===== src/hdl/csag_pkg.sv =====
`timescale 1ns / 1ps
// Shared types, constants and helper functions for the capture surface address generator.
// Used by every module of the block. Depends on nothing.

package csag_pkg;

    localparam int ADDR_W    = 32;
    localparam int DIM_W     = 14;
    localparam int STRIDE_W  = 17;
    localparam int LSTRIDE_W = 18;
    localparam int PROD_W    = 31;
    localparam int ISIZE_W   = 30;
    localparam int CFG_IDX_W = 3;
    localparam int CFG_DAT_W = 32;
    localparam int IN_DATA_W = 32;
    localparam int OUT_DATA_W = 136;

    // register indexes
    localparam logic [CFG_IDX_W-1:0] CFG_PIXEL_FORMAT = 3'd0;
    localparam logic [CFG_IDX_W-1:0] CFG_FRAME_WIDTH  = 3'd1;
    localparam logic [CFG_IDX_W-1:0] CFG_FRAME_HEIGHT = 3'd2;
    localparam logic [CFG_IDX_W-1:0] CFG_FIELD_MODE   = 3'd3;
    localparam logic [CFG_IDX_W-1:0] CFG_PARSER_COUNT = 3'd4;

    // field modes
    localparam logic [2:0] FM_ANY           = 3'd0;
    localparam logic [2:0] FM_NONE          = 3'd1;
    localparam logic [2:0] FM_INTERLACED    = 3'd2;
    localparam logic [2:0] FM_INTERLACED_TB = 3'd3;
    localparam logic [2:0] FM_INTERLACED_BT = 3'd4;
    localparam logic [2:0] FM_SEQ_TB        = 3'd5;
    localparam logic [2:0] FM_SEQ_BT        = 3'd6;

    // fourcc codes, first character in the low byte
    localparam logic [31:0] FMT_GREY = 32'h59455247;
    localparam logic [31:0] FMT_BA81 = 32'h31384142;
    localparam logic [31:0] FMT_GBRG = 32'h47524247;
    localparam logic [31:0] FMT_GRBG = 32'h47425247;
    localparam logic [31:0] FMT_RGGB = 32'h42474752;
    localparam logic [31:0] FMT_RGBO = 32'h4F424752;
    localparam logic [31:0] FMT_RGBP = 32'h50424752;
    localparam logic [31:0] FMT_BG10 = 32'h30314742;
    localparam logic [31:0] FMT_GB10 = 32'h30314247;
    localparam logic [31:0] FMT_BA10 = 32'h30314142;
    localparam logic [31:0] FMT_RG10 = 32'h30314752;
    localparam logic [31:0] FMT_BG12 = 32'h32314742;
    localparam logic [31:0] FMT_GB12 = 32'h32314247;
    localparam logic [31:0] FMT_BA12 = 32'h32314142;
    localparam logic [31:0] FMT_RG12 = 32'h32314752;
    localparam logic [31:0] FMT_YUYV = 32'h56595559;
    localparam logic [31:0] FMT_YVYU = 32'h55595659;
    localparam logic [31:0] FMT_UYVY = 32'h59565955;
    localparam logic [31:0] FMT_VYUY = 32'h59555956;
    localparam logic [31:0] FMT_RGB4 = 32'h34424752;
    localparam logic [31:0] FMT_422P = 32'h50323234;
    localparam logic [31:0] FMT_NV16 = 32'h3631564E;
    localparam logic [31:0] FMT_NV61 = 32'h3136564E;

    typedef enum logic [2:0] {
        FMT_CLASS_NONE,
        FMT_CLASS_BPP1,
        FMT_CLASS_BPP2,
        FMT_CLASS_BPP4,
        FMT_CLASS_YUV422P,
        FMT_CLASS_NV16
    } fmt_class_t;

    typedef struct packed {
        logic [31:0]      pixel_format;
        logic [DIM_W-1:0] frame_width;
        logic [DIM_W-1:0] frame_height;
        logic [2:0]       field_mode;
        logic [1:0]       parser_count;
    } cfg_t;

    typedef struct packed {
        logic [ADDR_W-1:0]        base;
        logic [2:0][STRIDE_W-1:0] s;
        logic [1:0]               planes;
        logic                     err;
        logic                     two_parsers;
    } stride_t;

    typedef struct packed {
        logic [2:0][ADDR_W-1:0]    top;
        logic [2:0][ADDR_W-1:0]    bot;
        logic [2:0][LSTRIDE_W-1:0] stride;
        logic [2:0][STRIDE_W-1:0]  half;
        logic [STRIDE_W-1:0]       bpl;
        logic [ISIZE_W-1:0]        isize;
        logic [1:0]                planes;
        logic                      err;
        logic                      two_parsers;
    } job_t;

    function automatic logic [STRIDE_W-1:0] round64(input logic [STRIDE_W-1:0] v);
        logic [10:0] q;
        q = v[16:6] + 11'(|v[5:0]);
        return {q, 6'b0};
    endfunction

    function automatic fmt_class_t fmt_class(input logic [31:0] code);
        fmt_class_t c;
        unique case (code)
            FMT_GREY, FMT_BA81, FMT_GBRG, FMT_GRBG, FMT_RGGB: c = FMT_CLASS_BPP1;
            FMT_RGBO, FMT_RGBP, FMT_BG10, FMT_GB10, FMT_BA10, FMT_RG10,
            FMT_BG12, FMT_GB12, FMT_BA12, FMT_RG12,
            FMT_YUYV, FMT_YVYU, FMT_UYVY, FMT_VYUY:           c = FMT_CLASS_BPP2;
            FMT_RGB4:                                         c = FMT_CLASS_BPP4;
            FMT_422P:                                         c = FMT_CLASS_YUV422P;
            FMT_NV16, FMT_NV61:                               c = FMT_CLASS_NV16;
            default:                                          c = FMT_CLASS_NONE;
        endcase
        return c;
    endfunction

endpackage


===== src/hdl/capture_surface_address_gen.sv =====
`timescale 1ns / 1ps
// Top level of the capture surface address generator.
// Depends on csag_pkg, csag_stride, csag_layout and csag_emit.
//
// Usage: write the format, size, field mode and parser count registers through the
// cfg_wr_* port while no buffer is in flight. Each transaction on the s_axis channel
// carries one buffer base address. For it the m_axis channel gives one transaction per
// plane and parser (plane outer, parser inner), tlast on the final one; an unsupported
// format gives a single transaction with tuser set and zero tdata.
// The first result of a buffer passes the input register, layout stages B, C and D and
// the output register. A buffer gives planes * parsers results (1 to 6); the single
// result sequencer feeding it gives one result per cycle while m_axis_tready is high.
// A four-deep register pipeline sits in front of the output register, so up to four
// buffers are accepted while results are still waiting.
// Reset (aresetn low, synchronous) empties the pipeline and loads the register defaults.
// When m_axis_tready is low the output holds and the pipeline fills, then s_axis_tready
// drops until results are taken again.

module capture_surface_address_gen (
    input  logic                                 aclk,
    input  logic                                 aresetn,
    input  logic                                 cfg_wr_en,
    input  logic [csag_pkg::CFG_IDX_W-1:0]       cfg_addr,
    input  logic [csag_pkg::CFG_DAT_W-1:0]       cfg_wr_data,
    input  logic                                 s_axis_tvalid,
    output logic                                 s_axis_tready,
    // buffer_base_address[31:0]
    input  logic [csag_pkg::IN_DATA_W-1:0]       s_axis_tdata,
    output logic                                 m_axis_tvalid,
    input  logic                                 m_axis_tready,
    // plane_index[1:0], parser_index[2], top_field_address[34:3],
    // bottom_field_address[66:35], line_stride[84:67], bytes_per_line[101:85],
    // image_size[131:102], plane_count[133:132], zero pad[135:134]
    output logic [csag_pkg::OUT_DATA_W-1:0]      m_axis_tdata,
    // format_error[0]
    output logic                                 m_axis_tuser,
    // last_result
    output logic                                 m_axis_tlast
);

    csag_pkg::cfg_t    cfg_reg, cfg_next;
    logic              st_valid, st_ready;
    csag_pkg::stride_t st;
    logic              job_valid, job_pop;
    csag_pkg::job_t    job;

    always_comb begin
        cfg_next = cfg_reg;
        if (cfg_wr_en) begin
            unique case (cfg_addr)
                csag_pkg::CFG_PIXEL_FORMAT: cfg_next.pixel_format = cfg_wr_data;
                csag_pkg::CFG_FRAME_WIDTH:
                    cfg_next.frame_width = cfg_wr_data[csag_pkg::DIM_W-1:0];
                csag_pkg::CFG_FRAME_HEIGHT:
                    cfg_next.frame_height = cfg_wr_data[csag_pkg::DIM_W-1:0];
                csag_pkg::CFG_FIELD_MODE:   cfg_next.field_mode = cfg_wr_data[2:0];
                csag_pkg::CFG_PARSER_COUNT: cfg_next.parser_count = cfg_wr_data[1:0];
                default: ;
            endcase
        end
    end

    always_ff @(posedge aclk) begin
        if (!aresetn) begin
            cfg_reg.pixel_format <= '0;
            cfg_reg.frame_width  <= '0;
            cfg_reg.frame_height <= '0;
            cfg_reg.field_mode   <= csag_pkg::FM_ANY;
            cfg_reg.parser_count <= 2'd1;
        end else begin
            cfg_reg <= cfg_next;
        end
    end

    csag_stride u_stride (
        .aclk     (aclk),
        .aresetn  (aresetn),
        .cfg      (cfg_reg),
        .in_valid (s_axis_tvalid),
        .in_ready (s_axis_tready),
        .in_base  (s_axis_tdata[csag_pkg::ADDR_W-1:0]),
        .st_valid (st_valid),
        .st_ready (st_ready),
        .st       (st)
    );

    csag_layout u_layout (
        .aclk      (aclk),
        .aresetn   (aresetn),
        .cfg       (cfg_reg),
        .st_valid  (st_valid),
        .st_ready  (st_ready),
        .st        (st),
        .job_valid (job_valid),
        .job_pop   (job_pop),
        .job       (job)
    );

    csag_emit u_emit (
        .aclk          (aclk),
        .aresetn       (aresetn),
        .job_valid     (job_valid),
        .job_pop       (job_pop),
        .job           (job),
        .m_axis_tvalid (m_axis_tvalid),
        .m_axis_tready (m_axis_tready),
        .m_axis_tdata  (m_axis_tdata),
        .m_axis_tuser  (m_axis_tuser),
        .m_axis_tlast  (m_axis_tlast)
    );

endmodule


===== src/hdl/csag_stride.sv =====
`timescale 1ns / 1ps
// Input register stage: captures the buffer base and the per-plane strides of the format.
// Depends on csag_pkg.

module csag_stride (
    input  logic                              aclk,
    input  logic                              aresetn,
    input  csag_pkg::cfg_t                    cfg,
    input  logic                              in_valid,
    output logic                              in_ready,
    input  logic [csag_pkg::ADDR_W-1:0]       in_base,
    output logic                              st_valid,
    input  logic                              st_ready,
    output csag_pkg::stride_t                 st
);

    logic                 valid_reg;
    logic                 valid_next;
    csag_pkg::stride_t    st_reg;
    csag_pkg::stride_t    st_next;
    csag_pkg::fmt_class_t cls;
    logic [csag_pkg::STRIDE_W-1:0] w17;
    logic [csag_pkg::STRIDE_W-1:0] r1;
    logic [csag_pkg::STRIDE_W-1:0] r2;
    logic [csag_pkg::STRIDE_W-1:0] r4;
    logic [csag_pkg::STRIDE_W-1:0] rh;
    logic                 load;

    assign in_ready = !valid_reg || st_ready;
    assign load     = in_valid && in_ready;
    assign st_valid = valid_reg;
    assign st       = st_reg;

    always_comb begin
        cls = csag_pkg::fmt_class(cfg.pixel_format);
        w17 = csag_pkg::STRIDE_W'(cfg.frame_width);
        r1  = csag_pkg::round64(w17);
        r2  = csag_pkg::round64(w17 << 1);
        r4  = csag_pkg::round64(w17 << 2);
        rh  = csag_pkg::round64(w17 >> 1);

        st_next             = '0;
        st_next.base        = in_base;
        st_next.two_parsers = cfg.parser_count[1];
        unique case (cls)
            csag_pkg::FMT_CLASS_BPP1: begin
                st_next.s[0]   = r1;
                st_next.planes = 2'd1;
            end
            csag_pkg::FMT_CLASS_BPP2: begin
                st_next.s[0]   = r2;
                st_next.planes = 2'd1;
            end
            csag_pkg::FMT_CLASS_BPP4: begin
                st_next.s[0]   = r4;
                st_next.planes = 2'd1;
            end
            csag_pkg::FMT_CLASS_YUV422P: begin
                st_next.s[0]   = rh << 1;
                st_next.s[1]   = rh;
                st_next.s[2]   = rh;
                st_next.planes = 2'd3;
            end
            csag_pkg::FMT_CLASS_NV16: begin
                st_next.s[0]   = r1;
                st_next.s[1]   = r1;
                st_next.planes = 2'd2;
            end
            default: begin
                st_next.err = 1'b1;
            end
        endcase

        valid_next = in_ready ? in_valid : valid_reg;
    end

    always_ff @(posedge aclk) begin
        if (!aresetn) begin
            valid_reg <= 1'b0;
        end else begin
            valid_reg <= valid_next;
        end
    end

    always_ff @(posedge aclk) begin
        if (load) begin
            st_reg <= st_next;
        end
    end

endmodule


===== src/hdl/csag_layout.sv =====
`timescale 1ns / 1ps
// Plane layout pipeline: plane sizes, field offsets, then top/bottom addresses per plane.
// Three register stages. Depends on csag_pkg.

module csag_layout (
    input  logic                 aclk,
    input  logic                 aresetn,
    input  csag_pkg::cfg_t       cfg,
    input  logic                 st_valid,
    output logic                 st_ready,
    input  csag_pkg::stride_t    st,
    output logic                 job_valid,
    input  logic                 job_pop,
    output csag_pkg::job_t       job
);

    typedef struct packed {
        logic [csag_pkg::ADDR_W-1:0]        base;
        logic [2:0][csag_pkg::STRIDE_W-1:0] s;
        logic [2:0][csag_pkg::PROD_W-1:0]   p;
        logic [1:0]                         planes;
        logic                               err;
        logic                               two_parsers;
    } prod_t;

    typedef struct packed {
        logic [csag_pkg::ADDR_W-1:0]        base;
        logic [2:0][csag_pkg::STRIDE_W-1:0] s;
        logic [2:0][csag_pkg::ADDR_W-1:0]   fa;
        logic [csag_pkg::ADDR_W-1:0]        span;
        logic [csag_pkg::ISIZE_W-1:0]       isize;
        logic [1:0]                         planes;
        logic                               err;
        logic                               two_parsers;
    } offs_t;

    logic            vb_reg, vc_reg, vd_reg;
    logic            vb_next, vc_next, vd_next;
    logic            rdy_b, rdy_c, rdy_d;
    prod_t           b_reg, b_next;
    offs_t           c_reg, c_next;
    csag_pkg::job_t  d_reg, d_next;
    logic            interlaced, sequential, bottom_first;
    logic [2:0][csag_pkg::PROD_W-1:0] q;
    logic [csag_pkg::ADDR_W-1:0]      isum;
    logic [csag_pkg::ADDR_W-1:0]      first_a, second_a, ext;

    always_comb begin
        interlaced   = (cfg.field_mode == csag_pkg::FM_INTERLACED) ||
                       (cfg.field_mode == csag_pkg::FM_INTERLACED_TB) ||
                       (cfg.field_mode == csag_pkg::FM_INTERLACED_BT);
        sequential   = (cfg.field_mode == csag_pkg::FM_SEQ_TB) ||
                       (cfg.field_mode == csag_pkg::FM_SEQ_BT);
        bottom_first = (cfg.field_mode == csag_pkg::FM_INTERLACED_BT) ||
                       (cfg.field_mode == csag_pkg::FM_SEQ_BT);
    end

    assign rdy_d     = !vd_reg || job_pop;
    assign rdy_c     = !vc_reg || rdy_d;
    assign rdy_b     = !vb_reg || rdy_c;
    assign st_ready  = rdy_b;
    assign job_valid = vd_reg;
    assign job       = d_reg;

    // stage B: plane sizes
    always_comb begin
        b_next.base        = st.base;
        b_next.s           = st.s;
        b_next.planes      = st.planes;
        b_next.err         = st.err;
        b_next.two_parsers = st.two_parsers;
        for (int i = 0; i < 3; i++) begin
            b_next.p[i] = csag_pkg::PROD_W'(st.s[i]) * csag_pkg::PROD_W'(cfg.frame_height);
        end
    end

    // stage C: first-field offsets, half-frame span, image size
    always_comb begin
        for (int i = 0; i < 3; i++) begin
            q[i] = sequential ? (b_reg.p[i] >> 1) : b_reg.p[i];
        end
        isum = csag_pkg::ADDR_W'(b_reg.p[0]) + csag_pkg::ADDR_W'(b_reg.p[1]) +
               csag_pkg::ADDR_W'(b_reg.p[2]);
        c_next.base        = b_reg.base;
        c_next.s           = b_reg.s;
        c_next.planes      = b_reg.planes;
        c_next.err         = b_reg.err;
        c_next.two_parsers = b_reg.two_parsers;
        c_next.fa[0]       = '0;
        c_next.fa[1]       = csag_pkg::ADDR_W'(q[0]);
        c_next.fa[2]       = csag_pkg::ADDR_W'(q[0]) + csag_pkg::ADDR_W'(q[1]);
        c_next.span        = csag_pkg::ADDR_W'(b_reg.p[0] >> 1) +
                             csag_pkg::ADDR_W'(b_reg.p[1] >> 1) +
                             csag_pkg::ADDR_W'(b_reg.p[2] >> 1);
        c_next.isize       = isum[csag_pkg::ISIZE_W-1:0];
    end

    // stage D: absolute addresses, line strides and parser offsets
    always_comb begin
        d_next.planes      = c_reg.planes;
        d_next.err         = c_reg.err;
        d_next.two_parsers = c_reg.two_parsers;
        d_next.isize       = c_reg.isize;
        d_next.bpl         = c_reg.s[0];
        first_a  = '0;
        second_a = '0;
        ext      = '0;
        for (int i = 0; i < 3; i++) begin
            ext      = interlaced ? csag_pkg::ADDR_W'(c_reg.s[i]) : c_reg.span;
            first_a  = c_reg.base + c_reg.fa[i];
            second_a = c_reg.base + c_reg.fa[i] + ext;
            d_next.top[i] = bottom_first ? second_a : first_a;
            if (interlaced || sequential) begin
                d_next.bot[i] = bottom_first ? first_a : second_a;
            end else begin
                d_next.bot[i] = '0;
            end
            d_next.stride[i] = interlaced ? {c_reg.s[i], 1'b0} : {1'b0, c_reg.s[i]};
            d_next.half[i]   = interlaced ? c_reg.s[i] : (c_reg.s[i] >> 1);
        end
    end

    always_comb begin
        vb_next = rdy_b ? st_valid : vb_reg;
        vc_next = rdy_c ? vb_reg : vc_reg;
        vd_next = rdy_d ? vc_reg : vd_reg;
    end

    always_ff @(posedge aclk) begin
        if (!aresetn) begin
            vb_reg <= 1'b0;
            vc_reg <= 1'b0;
            vd_reg <= 1'b0;
        end else begin
            vb_reg <= vb_next;
            vc_reg <= vc_next;
            vd_reg <= vd_next;
        end
    end

    always_ff @(posedge aclk) begin
        if (rdy_b) begin
            b_reg <= b_next;
        end
        if (rdy_c) begin
            c_reg <= c_next;
        end
        if (rdy_d) begin
            d_reg <= d_next;
        end
    end

endmodule


===== src/hdl/csag_emit.sv =====
`timescale 1ns / 1ps
// Result sequencer: walks planes and parsers of one job and drives the output register.
// Depends on csag_pkg.

module csag_emit (
    input  logic                                 aclk,
    input  logic                                 aresetn,
    input  logic                                 job_valid,
    output logic                                 job_pop,
    input  csag_pkg::job_t                       job,
    output logic                                 m_axis_tvalid,
    input  logic                                 m_axis_tready,
    output logic [csag_pkg::OUT_DATA_W-1:0]      m_axis_tdata,
    output logic                                 m_axis_tuser,
    output logic                                 m_axis_tlast
);

    logic [1:0]  plane_reg, plane_next;
    logic        parser_reg, parser_next;
    logic        m_valid_reg, m_valid_next;
    logic [csag_pkg::OUT_DATA_W-1:0] data_reg, data_next;
    logic        err_reg, err_next;
    logic        last_reg, last_next;
    logic        load;
    logic        last_sel;
    logic [csag_pkg::ADDR_W-1:0]    sel_top, sel_bot, top_addr;
    logic [csag_pkg::LSTRIDE_W-1:0] sel_stride;
    logic [csag_pkg::STRIDE_W-1:0]  sel_half;

    assign m_axis_tvalid = m_valid_reg;
    assign m_axis_tdata  = data_reg;
    assign m_axis_tuser  = err_reg;
    assign m_axis_tlast  = last_reg;

    always_comb begin
        unique case (plane_reg)
            2'd0: begin
                sel_top    = job.top[0];
                sel_bot    = job.bot[0];
                sel_stride = job.stride[0];
                sel_half   = job.half[0];
            end
            2'd1: begin
                sel_top    = job.top[1];
                sel_bot    = job.bot[1];
                sel_stride = job.stride[1];
                sel_half   = job.half[1];
            end
            default: begin
                sel_top    = job.top[2];
                sel_bot    = job.bot[2];
                sel_stride = job.stride[2];
                sel_half   = job.half[2];
            end
        endcase

        top_addr = sel_top + (parser_reg ? csag_pkg::ADDR_W'(sel_half) : '0);
        last_sel = job.err ||
                   ((plane_reg == job.planes - 2'd1) && (parser_reg || !job.two_parsers));
        load     = job_valid && (!m_valid_reg || m_axis_tready);
        job_pop  = load && last_sel;

        plane_next  = plane_reg;
        parser_next = parser_reg;
        if (load) begin
            if (last_sel) begin
                plane_next  = '0;
                parser_next = 1'b0;
            end else if (job.two_parsers && !parser_reg) begin
                parser_next = 1'b1;
            end else begin
                parser_next = 1'b0;
                plane_next  = plane_reg + 2'd1;
            end
        end

        if (load) begin
            m_valid_next = 1'b1;
        end else if (m_axis_tready) begin
            m_valid_next = 1'b0;
        end else begin
            m_valid_next = m_valid_reg;
        end

        // tdata: plane, parser, top, bottom, line stride, bytes per line, size, planes
        if (job.err) begin
            data_next = '0;
        end else begin
            data_next = {2'b00, job.planes, job.isize, job.bpl, sel_stride,
                         sel_bot, top_addr, parser_reg, plane_reg};
        end
        err_next  = job.err;
        last_next = last_sel;
    end

    always_ff @(posedge aclk) begin
        if (!aresetn) begin
            plane_reg   <= '0;
            parser_reg  <= 1'b0;
            m_valid_reg <= 1'b0;
        end else begin
            plane_reg   <= plane_next;
            parser_reg  <= parser_next;
            m_valid_reg <= m_valid_next;
        end
    end

    always_ff @(posedge aclk) begin
        if (load) begin
            data_reg <= data_next;
            err_reg  <= err_next;
            last_reg <= last_next;
        end
    end

endmodule


===== config.mk =====
export PLATFORM = sky130hd
export DESIGN_NAME = capture_surface_address_gen
export DESIGN_NICKNAME = d
export VERILOG_FILES = /design/src/hdl/csag_pkg.sv /design/src/hdl/capture_surface_address_gen.sv /design/src/hdl/csag_stride.sv /design/src/hdl/csag_layout.sv /design/src/hdl/csag_emit.sv
export SDC_FILE = /design/constraint.sdc
export NUM_CORES = 2
export LEC_CHECK = 0
export BUFFER_PORTS_ARGS = -buffer_cell sky130_fd_sc_hd__clkbuf_2
export CAP_MARGIN = 0
export CORE_ASPECT_RATIO = 0.8
export CORE_MARGIN = 4
export CORE_UTILIZATION = 55
export DETAILED_ROUTE_END_ITERATION = 10
export PLACE_DENSITY = 0.85
export RECOVER_POWER = 100
export SLEW_MARGIN = 20
export SYNTH_ARGS = -nofsm -noshare
export SYNTH_HDL_FRONTEND = slang
export SYNTH_SLANG_ARGS = --single-unit

===== constraint.sdc =====
create_clock -name aclk -period 6.41 [get_ports aclk]
set_input_delay 0.3205 -clock aclk [delete_from_list [all_inputs] [get_ports aclk]]
set_output_delay 0.3205 -clock aclk [all_outputs]
set_load 0.05 [all_outputs]

==> impl_metrics.env <==
export IMPL_num_vias=40000
export IMPL_port_buffers=191
export IMPL_grt_pass1_vias=40300
export IMPL_max_stage_delay_ns=0.55
export IMPL_ios=212
export IMPL_grt_overflow=0
export IMPL_gp_congestion=0.972
export IMPL_tightestPinTransition_ns=3.90
export IMPL_area_delta_synth_final_pct=10.9
export IMPL_path_delay_family="adder cells"
export IMPL_final_util=0.617
export IMPL_fin_crit_sh=0.962
export IMPL_setup_violations=0
export IMPL_path_buf_inv=1
export IMPL_cap_violations=10
export IMPL_final_nets=6221
export IMPL_synth_cell_types=83
export IMPL_worstPathMaxFanout=8
export IMPL_crit_path_cell_trace="clkbuf_1 -> and2_0 -> ha_1 -> fa_1 -> fa_1 -> fa_1 -> fa_1 -> ha_1 -> ha_1 -> and3_1 -> a22oi_1 -> nand2_1 -> a31oi_1 -> a31o_2 -> o2111ai_1 -> a21oi_1 -> xnor2_1"
export IMPL_die_area_sq_um=103000
export IMPL_hold_viol=0
export IMPL_async_flop_share=0
export IMPL_synth_most_common_cell="nand2_1"
export IMPL_synth_edf_count=707
export IMPL_grt_max_degree=162
export IMPL_synth_flop_cell="edfxtp_1"
export IMPL_synthTopCellsByArea="edfxtp_1 39%, ha_1 11%, fa_1 11%"
export IMPL_grt_first_pass_wirelength_microns=225000
export IMPL_dp_hpwl_microns=107000
export IMPL_wl_microns=144000
export IMPL_crit_slowest_cell="fa_1"
export IMPL_antenna_found_initial=6
export IMPL_max_slew_margin_rel=-1.60
export IMPL_avgSynthCellArea_sq_um=10.6
export IMPL_violations="capacitance limit, slew limit"
export IMPL_wl_per_cell_microns=21.3
export IMPL_clk_pin_slew_ns=0.06
export IMPL_ys_ff_latch=779
export IMPL_regArea_sq_um=22700
export IMPL_min_period_ns=6.17
export IMPL_yosysTopAreaCell="edfxtp_1"
export IMPL_initial_core_util=0.557
export IMPL_cp_required_ns=6.80
export IMPL_drive_gt1_frac=0.0678
export IMPL_post_route_drc_count=0
export IMPL_clk_path_buf_depth=3
export IMPL_crit_path_start_kind="flop"
export IMPL_row_count=102
export IMPL_clock_fmax_mhz=162
export IMPL_htree_levels=3
export IMPL_largest_reg_flops=242
export IMPL_critPathKind="flop to flop"
export IMPL_cts_root_buf="clkbuf_16"
export IMPL_insertion_delay_ns=0.67
export IMPL_power_density_nw_per_um2=227
export IMPL_die_x_microns=359
export IMPL_hp_class="primary input to flop"
export IMPL_grt_use_total=0.279
export IMPL_whs_ns=0.0197
export IMPL_drt_iter0_markers=4326
export IMPL_post_drt_via_cell_ratio=5.94
export IMPL_synth_warnings=0
export IMPL_arrival_ns=6.56
export IMPL_synth_area_sq_um=54100
export IMPL_cts_sinks=779
export IMPL_ir_drop_mv=0.249
export IMPL_slew_violations=826
export IMPL_coreArea_sq_um=97100
export IMPL_fillers=7508
export IMPL_ant_nets=0
export IMPL_synth_top_area_frac=0.393
export IMPL_cts_tree="yes"
export IMPL_skew_ns=0.0409
export IMPL_ys_seq_area_frac=0.419
export IMPL_synth_cells_most_frequent="755 x nand2_1, 707 x edfxtp_1, 481 x ha_1"
export IMPL_multiInputGateArea_sq_um=29200
export IMPL_cts_made_buffers=79
export IMPL_power_leakage_nw=27.3
export IMPL_crit_top_cell="fa_1"
export IMPL_drt_first_pass_iters=8
export IMPL_status="finished, violations left"
export IMPL_critPathCaptureType="flop"
export IMPL_synthCells=5121
export IMPL_die_h_microns=288
==> worst min-delay path, delay by kind of cell <==
family	cells	cell delay, ns
compound gates	1	0.10
buf+inv	2	0.18
==> what timing repair did <==
item | CTS | global route
hold buffers | 62 | 0
setup buffers | 2 | 3
endpoints found under the setup margin | 3 | 11
pin swaps | 1 | 5
hold endpoints to repair | 81 | 0
gates resized for setup | 0 | 18
==> kinds of logic after synthesis <==
family,count (synthesis),share of synthesized area
simple gates,1705,0.150
xor+xnor,269,0.0436
fa+ha+maj,771,0.219
buf+inv,610,0.0438
mux,61,0.0125
other cells,1,0.0000694
flops,779,0.419
compound gates,925,0.112
==> cell type report <==
type                    count  area share
inverters                 394      0.0247
clock buffers              92      0.0343
diodes                      1   0.0000417
repair buffers            373      0.0378
well taps                1300      0.0271
clock inverters            52      0.0107
multi-input cells        3751       0.487
flip-flops and latches    779       0.378
==> metrics by stage <==
step	instance area (sq um)	total power, mW	std cells	TNS, ns	setup WS (ns)
2_1_floorplan	54100	7.94	5140	0	0.253
3_3_place_gp	56900	8.58	6530	0	0.0427
3_5_place_dp	56900	8.67	6530	-0.00629	-0.00629
4_1_cts	60200	13.6	6738	0	0.0128
5_1_grt	60000	14.1	6741	-0.00470	-0.00470
6_report	60000	13.6	6742	0	0.243
==> metal layers <==
| metal | global-route usage | vias up | part of all wire |
|---|---|---|---|
| met5 | 0 | - | 0.00018 |
| met4 | 0.0998 | 4 | 0.039 |
| met3 | 0.0471 | 301 | 0.099 |
| met2 | 0.441 | 1940 | 0.45 |
| met1 | 0.392 | 19500 | 0.41 |
| li1 | - | 18300 | - |
==> report_power, final <==
group | total (mW) | internal (mW) | switching (mW)
clock network | 4.88 | 2.75 | 2.13
logic | 2.61 | 0.983 | 1.62
registers | 6.11 | 5.89 | 0.219
total | 13.6 | 9.62 | 3.97
==> path summary, 6_finish.rpt <==
path | from | to | slack, ns | cells past startpoint
min | s_axis_tvalid | u_stride.st_valid | 0.02 | 3
max reg2reg | u_stride.st[35] | u_layout.b_reg[64] | 0.24 | 17
max | u_stride.st[35] | u_layout.b_reg[64] | 0.24 | 17
min reg2reg | u_stride.st[79] | u_layout.b_reg[172] | 0.41 | 0
==> placed cells by master, fill, tap and decap left out, types with 21 or more instances in the layout <==
master and n:
a211oi_1 21, a21boi_0 69, a21o_1 97, a21oi_1 313
a22o_1 27, a22oi_1 48, a31oi_1 21, and2_0 37
and2_1 250, and3_1 26, buf_4 77, clkbuf_1 164
clkbuf_16 80, clkbuf_2 70, dfxtp_1 70, dlygate4sd3_1 62
edfxtp_1 707, fa_1 290, ha_1 479, inv_1 392
mux2_1 24, mux2_2 29, nand2_1 754, nand2b_1 40
nand3_1 59, nand4_1 30, nor2_1 244, nor2b_1 96
nor3_1 61, o21a_1 38, o21ai_0 120, o21bai_1 41
xnor2_1 193, xor2_1 76
Note: power is estimated with default switching activity, not from simulation.
